`config.mk`:
```
export PLATFORM = sky130hd
export DESIGN_NAME = xkb_ctrl
export DESIGN_NICKNAME = d
export VERILOG_FILES = /design/src/sv/xkb_pkg.sv /design/src/sv/xkb_ctrl.sv
export SDC_FILE = /design/constraint.sdc
export NUM_CORES = 1
export LEC_CHECK = 0
export ABC_AREA = 1
export CORE_AREA = 2 2 39 41
export CTS_CLUSTER_SIZE = 30
export DETAILED_ROUTE_END_ITERATION = 10
export DIE_AREA = 0 0 41 43
export DONT_BUFFER_PORTS = 1
export SLEW_MARGIN = 10
export SYNTH_ARGS = -nofsm -noshare
export SYNTH_HDL_FRONTEND = slang
export SYNTH_SLANG_ARGS = --single-unit
```
`constraint.sdc`:
```
create_clock -name aclk -period 1.45 [get_ports aclk]
set_input_delay 0.2175 -clock aclk [delete_from_list [all_inputs] [get_ports aclk]]
set_output_delay 0.2175 -clock aclk [all_outputs]
set_load 0.005 [all_outputs]
```
`src/sv/xkb_pkg.sv`:
```
// package for the xor distance k-bucket table
// holds widths, status and function codes and the controller/datapath structs
package xkb_pkg;
    localparam int ID_BITS     = 64;
    localparam int INFO_BITS   = 32;
    localparam int BUCKET_SIZE = 8;
    localparam int BKT_W       = (ID_BITS > 1) ? $clog2(ID_BITS) : 1;
    localparam int SLOT_W      = (BUCKET_SIZE > 1) ? $clog2(BUCKET_SIZE) : 1;
    localparam int CNT_W       = $clog2(BUCKET_SIZE + 1);
    localparam int ROW_W       = BUCKET_SIZE * (ID_BITS + INFO_BITS);

    localparam logic [1:0] FUNC_ADD    = 2'd0;
    localparam logic [1:0] FUNC_REMOVE = 2'd1;
    localparam logic [1:0] FUNC_EVICT  = 2'd2;

    localparam logic [2:0] ST_ADDED    = 3'd0;
    localparam logic [2:0] ST_UPDATED  = 3'd1;
    localparam logic [2:0] ST_FULL     = 3'd2;
    localparam logic [2:0] ST_OWN      = 3'd3;
    localparam logic [2:0] ST_REMOVED  = 3'd4;
    localparam logic [2:0] ST_NOTFOUND = 3'd5;
    localparam logic [2:0] ST_REPLACED = 3'd6;
    localparam logic [2:0] ST_EMPTY    = 3'd7;

    typedef struct packed {
        logic load;   // capture request, start row read
        logic modify; // row data is back, compute and write
        logic finish; // load result register
    } xkb_cmd_t;

    typedef struct packed {
        logic own_id;
    } xkb_stat_t;
endpackage

```
`src/sv/xkb_ctrl.sv`:
```
// controller for the k-bucket table
// sequences load, row read, modify/write and result; uses xkb_pkg
module xkb_ctrl import xkb_pkg::*; (
    input  logic      aclk,
    input  logic      aresetn,
    input  logic      s_tvalid,
    output logic      s_tready,
    output logic      m_tvalid,
    input  logic      m_tready,
    input  xkb_stat_t stat,
    output xkb_cmd_t  cmd
);
    localparam logic [1:0] S_IDLE = 2'd0;
    localparam logic [1:0] S_READ = 2'd1;
    localparam logic [1:0] S_MOD  = 2'd2;
    localparam logic [1:0] S_OUT  = 2'd3;

    logic [1:0] state_reg, state_next;
    logic       mvalid_reg, mvalid_next;

    // a pending result may sit while a new request starts
    assign s_tready = (state_reg == S_IDLE);
    assign m_tvalid = mvalid_reg;

    always_comb begin
        state_next  = state_reg;
        mvalid_next = mvalid_reg && !m_tready;
        cmd         = '0;
        case (state_reg)
            S_IDLE: begin
                if (s_tvalid) begin
                    cmd.load   = 1'b1;
                    state_next = S_READ;
                end
            end
            S_READ: state_next = stat.own_id ? S_OUT : S_MOD;
            S_MOD: begin
                cmd.modify = 1'b1;
                state_next = S_OUT;
            end
            S_OUT: begin
                if (!mvalid_reg || m_tready) begin
                    cmd.finish  = 1'b1;
                    mvalid_next = 1'b1;
                    state_next  = S_IDLE;
                end
            end
            default: state_next = S_IDLE;
        endcase
    end

    always_ff @(posedge aclk) begin
        if (!aresetn) begin
            state_reg  <= S_IDLE;
            mvalid_reg <= 1'b0;
        end else begin
            state_reg  <= state_next;
            mvalid_reg <= mvalid_next;
        end
    end
endmodule

```
# After elaboration in Yosys (flattened, before gate mapping)
# Cells that the tools add are included.
[totals] regBits=3 in_bits=5
[op_classes] reduce_logical=6 muxes=11 eq_ne=5
[ops] op="$mux W1" n=8
[ops] op="$pmux W2 S4" n=1
[ops] op="$eq A2 B2 Y1 const B" n=2
[ops] op="$mux W2" n=2
[ops] op="$ne A2 B2 Y1 const B" n=2
[ops] op="$eq A2 B1 Y1 const B" n=1
[ops] op="$logic_not A1 Y1" n=2
[ops] op="$logic_not A2 Y1" n=1
[ops] op="$reduce_and A2 Y1" n=1
[ops] op="$logic_and A1 B1 Y1" n=1
[ops] op="$logic_or A1 B1 Y1" n=1

# Logic depth before layout (Yosys ltp)
# Gate-level depths: netlist of the first run.
[depth] depth_word=4 depth_mapped=7

# Least setup slack after synthesis of the first run
# Ideal clock, no wire load.
[synth_timing] kind="register to register" from="register state_reg[0]" to="register state_reg[1]" path_stages_with_launch=7 n_path_buf=0 period_less_slack_ns=1.114 setup_slack_ns=0.336 arrival_time_ns=0.999 path_cell_list="dfxtp_1 inv_1 ha_1 nand2_2 nand2_2 o21ai_0 nor2_1"
[synth_via] elab_chain_cells=3 word_cells_on_any_way=8 classes_between="5 x eq/ne; 1 x mux; 2 x reduce/logical"
[synth_lines] item="start, declared" line="xkb_ctrl.sv:18" rtl="logic [1:0] state_reg, state_next;"
[synth_lines] item="start signal, assigned" line="xkb_ctrl.sv:57" rtl="state_reg <= state_next;"
[synth_lines] item="$logic_not A2 Y1 (*)"
[synth_lines] item="net s_tready" line="xkb_ctrl.sv:7" rtl="output logic s_tready,"
[synth_lines] item="$ne A2 B2 Y1 (no line)"
[synth_lines] item="$reduce_and A2 Y1 (no line)"
# The timed path passes the listed nets; every way through them passes the cells marked *.
# A chain may end at the register's enable or synchronous reset.

==> results.json, run 1 <==
{
  "grt_setup_unrepaired": "false",
  "io_buffers": 0,
  "clock_tree.htree_level_count": 1,
  "cts_post_setup_buffers_inserted": 0,
  "final.setup_skew_ps": 1.26,
  "detailedPlacementHpwl_um": 345,
  "groute.usage.overall_pct": 6.01,
  "swShare_pct": 40.3,
  "critical_path.endpoint_type": "primary output",
  "cellLeakagePower_nw": 0.146,
  "report.final.setup_viol": 0,
  "drive_above_1_share_pct": 24.3,
  "dr.pass1.iters": 1,
  "synth-compound-area-share_pct": 10.5,
  "hold_class": "primary input to register",
  "routed-via-count": 188,
  "pwr-share-comb_pct": 46.7,
  "ys_types": 12,
  "grt_overflow_total": 0,
  "mappedNetlistNets": 41,
  "critical_path.max_fanout": 4,
  "worst_slew_margin_relative_to_its_limit_pct": 88.0,
  "syn_inst": 32,
  "detail_route.vias_per_cell": 3.55,
  "clkLatencyLatePin_ps": 230,
  "crit_type": "register to primary output",
  "clock_power_share_pct": 26.9,
  "layout_min_cycle_time_ps": 1310,
  "seq_power_share_pct": 26.4,
  "grt_first_pass_wirelength_um": 696,
  "final.period_utilization_pct": 90.4,
  "antenna_found_initial": 0,
  "cp.arrival_ps": 1090,
  "timing_max_transition_violations_final": 0,
  "cts-root-buf": "sky130_fd_sc_hd__clkbuf_4",
  "clk_transition_reported_paths_ps": 40,
  "start_util_pct": 16.4,
  "chipWidth_um": 41,
  "power.density_cell_area_nw_per_um2": 1920,
  "design.final.nets": 47,
  "synth_xor_area_share_pct": 0,
  "dieArea_um2": 1760,
  "synthesis.yosys.warnings": 0,
  "cts_num_sinks": 3,
  "via_count_of_the_first_global_routing_pass": 203,
  "tritoncts": "done",
  "power.switching_mw": 0.217,
  "floorplan.core_area_um2": 1380,
  "cts_buffers": 3,
  "drc_errors": 0,
  "synth-adder-area-share_pct": 22.1,
  "drt_wl_total_um": 407,
  "total_power_mw": 0.537,
  "clock.fmax_mhz": 763,
  "finalHoldViolations": 0,
  "wl_per_cell_um": 7.68,
  "cts_max_path_buffers": 2,
  "mappedNetlistArea_um2": 226,
  "status": "completed",
  "syn-mean-instance-area_um2": 7.08,
  "areaGrowthSynthToFinish_pct": 23.8,
  "io_pins": 10,
  "irDropWorstVdd_mv": 0.519,
  "largest_register_ff_count": 2,
  "fin_tns_setup_ps": 0,
  "num-fill-cells": 169,
  "maxCapViolations": 0,
  "gp_routability_congestion": 0.764,
  "critPathRequiredTime_ps": 1230,
  "ys_seq_area_share_pct": 26.5,
  "chipHeight_um": 43,
  "route.antenna.remaining_nets": 0,
  "fp-row-count": 14,
  "synth_mux_area_share_pct": 0,
  "post_synth_and_or_nand_nor_area_fraction_pct": 26.0,
  "tightest_slew_ps": 180,
  "kind_of_start_point_of_the_critical_path": "register",
  "drt_first_iter_violations": 0,
  "synth-seq-cells": 3,
  "cts_repair_resize_count": 0,
  "internal_power_mw": 0.321,
  "postCtsHoldBufs": 0,
  "main_combinational_cell_family_by_area_after_synthesis": "simple AND/OR/NAND/NOR gates",
  "grt_start_max_net_pins": 6,
  "antennaDiodeCount": 0
}
routing by layer:
layer / up-vias / share of wire (%) / GRT usage [%] / routed length, µm
li1: 105 / - / - / -
met1: 77 / 46 / 6.39 / 187
met2: 6 / 40 / 7.81 / 161
met3: 0 / 14 / 7.85 / 59
met4: 0 / 0 / 0 / 0
met5: - / 0 / 0 / 0
cell type report:
type / count / area (µm²) / share of cell area [%]
Clock buffer: 4 / 26.3 / 9.37
Inverter: 9 / 33.8 / 12.1
Multi-Input combinational cell: 20 / 133 / 47.3
Sequential cell: 3 / 60.1 / 21.4
Tap cell: 16 / 20.0 / 7.14
Timing Repair Buffer: 1 / 7.51 / 2.68
cell usage in the layout (no fill, tap or decap):
cell type                  synthesis  layout
sky130_fd_sc_hd__a21oi_1           2       2
sky130_fd_sc_hd__clkbuf_1          0       1
sky130_fd_sc_hd__inv_2             1       1
sky130_fd_sc_hd__nand3_1           2       2
sky130_fd_sc_hd__buf_4             0       1
sky130_fd_sc_hd__ha_1              4       4
sky130_fd_sc_hd__nor2_1            2       2
sky130_fd_sc_hd__inv_1             8       8
sky130_fd_sc_hd__nand2_1           5       5
sky130_fd_sc_hd__clkbuf_4          0       3
sky130_fd_sc_hd__nand2_2           2       2
sky130_fd_sc_hd__dfxtp_1           3       3
sky130_fd_sc_hd__o21ai_0           1       1
sky130_fd_sc_hd__nand3_2           1       1
sky130_fd_sc_hd__a21oi_2           1       1
Yosys cell counts:
| cell type | count | area, µm² |
|---|---|---|
| sky130_fd_sc_hd__a21oi_1 | 2 | 10.0 |
| sky130_fd_sc_hd__nand3_1 | 2 | 10.0 |
| sky130_fd_sc_hd__nand2_2 | 2 | 12.5 |
| sky130_fd_sc_hd__inv_2 | 1 | 3.75 |
| sky130_fd_sc_hd__a21oi_2 | 1 | 8.76 |
| sky130_fd_sc_hd__o21ai_0 | 1 | 5.00 |
| sky130_fd_sc_hd__dfxtp_1 | 3 | 60.1 |
| sky130_fd_sc_hd__inv_1 | 8 | 30.0 |
| sky130_fd_sc_hd__nand2_1 | 5 | 18.8 |
| sky130_fd_sc_hd__ha_1 | 4 | 50.1 |
| sky130_fd_sc_hd__nor2_1 | 2 | 7.51 |
| sky130_fd_sc_hd__nand3_2 | 1 | 10.0 |
critical path: stages (launching register included):
cell and delay, ps:
sky130_fd_sc_hd__dfxtp_1 330, sky130_fd_sc_hd__buf_4 130, sky130_fd_sc_hd__ha_1 180, sky130_fd_sc_hd__inv_1 60
sky130_fd_sc_hd__a21oi_1 160
worst paths after layout:
check,start,endpoint,slack (ps),cells past startpoint
worst max-delay path,state_reg[0],cmd[0],140,4
worst max register to register,state_reg[1],state_reg[1],290,6
worst min register to register,m_tvalid,m_tvalid,520,2
worst min-delay path,aresetn,state_reg[1],130,2
power by group through the flow:
stage / combinational, mW / clock [mW] / sequential (mW)
after floorplan: 0.191 / 0 / 0.146
after global placement: 0.260 / 0 / 0.142
after detailed placement: 0.260 / 0 / 0.144
after CTS: 0.261 / 0.153 / 0.143
after global routing: 0.293 / 0.159 / 0.148
final: 0.251 / 0.145 / 0.142
kinds of logic (layout without fill, tap and decap cells):
group	count (synthesis)	after routing
AOI/OAI and AO/OA	4	4
buffers and inverters	9	14
and+or+nand+nor	12	12
adders and majority gates	4	4
DFF	3	3
metrics by stage:
step                      cell area, µm²  utilization [%]  std cells  hold slack, ps  worst slack [ps]
final                                280             20.3         53             128               140
after global routing                 280             20.3         53             135              76.8
after CTS                            280             20.3         53             118               117
after detailed placement             254             18.4         49             366               270
after global placement               254             18.4         49             361               293
after floorplan                      226                -         32             353               336
Power figures use the tool's default switching activity.
==> run 2, diff against run 1 <==
--- a/config.mk
+++ b/config.mk
@@ -5,7 +5,6 @@
 export SDC_FILE = /design/constraint.sdc
 export NUM_CORES = 1
 export LEC_CHECK = 0
-export ABC_AREA = 1
 export CORE_AREA = 2 2 39 41
 export CTS_CLUSTER_SIZE = 30
 export DETAILED_ROUTE_END_ITERATION = 10
==> constraint.sdc (replaced) <==
create_clock -name aclk -period 1.45 [get_ports aclk]
set_input_delay 0.29 -clock aclk [delete_from_list [all_inputs] [get_ports aclk]]
set_output_delay 0.29 -clock aclk [all_outputs]
set_load 0.005 [all_outputs]
==> run 2 against run 1 <==
- cell count is 17% lower
- largest power group unchanged
- first-iteration DRC count is 2 higher
- final area is 6.3% higher
- highest routed layer unchanged
- sequential share of layout area is 0.42 points higher
- critical path depth stayed put
- maximum frequency is 6.7% lower
- register-to-register slack worse by 190 ps
- worst setup slack worse by 94 ps
- synthesized cell count is 31% lower
==> results.json, run 2 <==
{
  "mappedNetlistArea_um2": 219,
  "tritoncts": "done",
  "most-common-layout-cells": "3 x sky130_fd_sc_hd__ha_1, 3 x sky130_fd_sc_hd__clkbuf_4",
  "kind_of_start_point_of_the_critical_path": "register",
  "hold_class": "primary input to register",
  "mappedNetlistNets": 31,
  "cts_max_path_buffers": 2,
  "syn-mean-instance-area_um2": 9.95,
  "io_pins": 10,
  "yosys.cell_count.top_type": "sky130_fd_sc_hd__ha_1",
  "gp_routability_congestion": 0.784,
  "critical_path.endpoint_type": "primary output",
  "clock.fmax_mhz": 712,
  "grt_overflow_total": 0,
  "num-fill-cells": 153,
  "worst_slew_margin_relative_to_its_limit_pct": 83.9,
  "drt_wl_total_um": 451,
  "chipWidth_um": 41,
  "final.setup_skew_ps": 2.42,
  "antenna_found_initial": 0,
  "crit_type": "register to primary output",
  "via_count_of_the_first_global_routing_pass": 194,
  "drive_above_1_share_pct": 35.7,
  "cellLeakagePower_nw": 0.130,
  "routed-via-count": 179,
  "timing_max_transition_violations_final": 0,
  "drc_errors": 0,
  "irDropWorstVdd_mv": 0.564,
  "ys_seq_area_share_pct": 27.4,
  "report.final.setup_viol": 0,
  "r2r_end": "state_reg[0]",
  "layout_min_cycle_time_ps": 1400,
  "power.density_cell_area_nw_per_um2": 1680,
  "fin_cells": 44,
  "syn_inst": 22,
  "dieArea_um2": 1760,
  "chipHeight_um": 43,
  "critPathRequiredTime_ps": 1160,
  "largest_register_ff_count": 2,
  "cp.arrival_ps": 1110,
  "start_util_pct": 15.8,
  "reg2reg_depth": 4,
  "groute.usage.overall_pct": 6.71,
  "dp_cells": 40,
  "postSynth.topFlopCell": "sky130_fd_sc_hd__dfxtp_1",
  "critical_path.max_fanout": 5,
  "grt_setup_unrepaired": "true",
  "tightest_slew_ps": 240,
  "floorplan.core_area_um2": 1380,
  "critical_path.reg2reg.startpoint": "state_reg[1]",
  "worstSetupStartpoint": "state_reg[1]",
  "yosys-top-cells-count": "4 x sky130_fd_sc_hd__ha_1, 3 x sky130_fd_sc_hd__dfxtp_1, 2 x sky130_fd_sc_hd__and3b_1, 2 x sky130_fd_sc_hd__inv_1, 2 x sky130_fd_sc_hd__nor2b_1",
  "timing.hold.worst_endpoint": "m_tvalid",
  "status": "completed",
  "detailedPlacementHpwl_um": 361,
  "wl_per_cell_um": 10.3,
  "synth-async-reset-ratio_pct": 0,
  "timing.hold.worst.start": "aresetn",
  "postCtsHoldBufs": 0,
  "synth.top_cells.by_area": "sky130_fd_sc_hd__dfxtp_1 27%, sky130_fd_sc_hd__ha_1 23%, sky130_fd_sc_hd__and3b_1 8.0%",
  "design.final.nets": 38,
  "area.sequential_um2": 65.1,
  "grt_first_pass_wirelength_um": 738,
  "final.period_utilization_pct": 96.8,
  "clk_transition_reported_paths_ps": 40,
  "synth-seq-cells": 3,
  "grt_start_max_net_pins": 6,
  "fin_tns_setup_ps": 0,
  "hold_path_depth": 1,
  "cts-root-buf": "sky130_fd_sc_hd__clkbuf_4",
  "route.antenna.remaining_nets": 0,
  "clock_tree.htree_level_count": 1,
  "detail_route.vias_per_cell": 4.07,
  "multi_input_comb_area_um2": 164,
  "finalHoldViolations": 0,
  "ys_types": 14,
  "synthesis.yosys.warnings": 0,
  "cts_buffers": 3,
  "antennaDiodeCount": 0,
  "dr.pass1.iters": 2,
  "fp-row-count": 14,
  "drt_first_iter_violations": 2,
  "areaGrowthSynthToFinish_pct": 36.0,
  "reg2reg_setup_slack_ps": 100,
  "synth_edf_count": 0,
  "io_buffers": 0,
  "clkLatencyLatePin_ps": 230,
  "netlist.top_cell.by_area": "sky130_fd_sc_hd__dfxtp_1",
  "cts_num_sinks": 3,
  "maxCapViolations": 0,
  "synth.top_cell.area_share_pct": 27.4
}
## run 2: cell types whose count changed after synthesis, moves of 2 or more
cell,previous run,this run
sky130_fd_sc_hd__and3b_1,0,2
sky130_fd_sc_hd__inv_1,8,2
sky130_fd_sc_hd__nor2_1,2,0
sky130_fd_sc_hd__nand3_1,2,0
sky130_fd_sc_hd__nand2_1,5,1
sky130_fd_sc_hd__nand2_2,2,0
sky130_fd_sc_hd__nor2b_1,0,2
sky130_fd_sc_hd__a21oi_1,2,0
## run 2: cell type report
class                      count  area share, %
clock buffer                   4           8.82
multi-input combinational     17           55.0
tap                           16           6.72
timing repair buffer           2           5.04
inverter                       2           2.52
sequential                     3           21.8
## run 2: what timing repair did
| action | in CTS | in global routing |
|---|---|---|
| resized for setup | 3 | 2 |
| setup endpoints to repair | 1 | 1 |
| setup buffers | 0 | 0 |
| pin swaps | 0 | 0 |
| endpoints found under the hold margin | 0 | 0 |
## run 2: critical path, cell delays in order (launching register included)
cell                      delay [ps]
sky130_fd_sc_hd__dfxtp_4         350
sky130_fd_sc_hd__inv_1            80
sky130_fd_sc_hd__ha_4            180
sky130_fd_sc_hd__buf_4           130
sky130_fd_sc_hd__and2_1          140
## run 2: cell families (layout without fill, tap and decap cells)
group / Yosys count / after routing / share of synthesized area, %
buffers and inverters: 2 / 8 / 3.43
AOI/OAI and AO/OA: 5 / 5 / 19.4
adders and majority gates: 4 / 4 / 22.9
muxes: 1 / 1 / 4.57
and+or+nand+nor: 7 / 7 / 22.3
DFF: 3 / 3 / 27.4
## run 2: how the worst max path moves through the flow
stage | depth (start not counted) | slack [ps] | endpoint
floorplan | 4 | 150 | state_reg[0]
global placement | 4 | 100 | state_reg[0]
detailed placement | 4 | 90 | state_reg[0]
CTS | 4 | 5 | cmd[2]
global route | 4 | -20 | cmd[2]
finish | 4 | 50 | cmd[2]
## run 2: metrics by stage
stage	utilization, %	power (mW)	worst slack [ps]	hold WS, ps	cell area [µm²]
CTS	20.6	0.488	4.89	165	285
detailed placement	18.4	0.318	87.2	417	254
global placement	18.4	0.320	97.9	418	254
floorplan	-	0.254	153	407	219
global route	21.5	0.547	-15.6	165	298
finish	21.5	0.499	45.9	174	298
## run 2: per-layer routing
metal  track usage [%]  up-vias  wire length (µm)
li1                  -       89                 -
met1              9.58       79               201
met2              5.94       11               195
met3              3.14        0                53
met4              8.00        0                 0
met5                 0        -                 0
## run 2: power breakdown
part | switching [mW] | internal [mW] | total [mW]
Clock | 0.0468 | 0.103 | 0.150
Combinational | 0.0955 | 0.118 | 0.214
Sequential | 0.0225 | 0.112 | 0.135
Total | 0.165 | 0.334 | 0.499
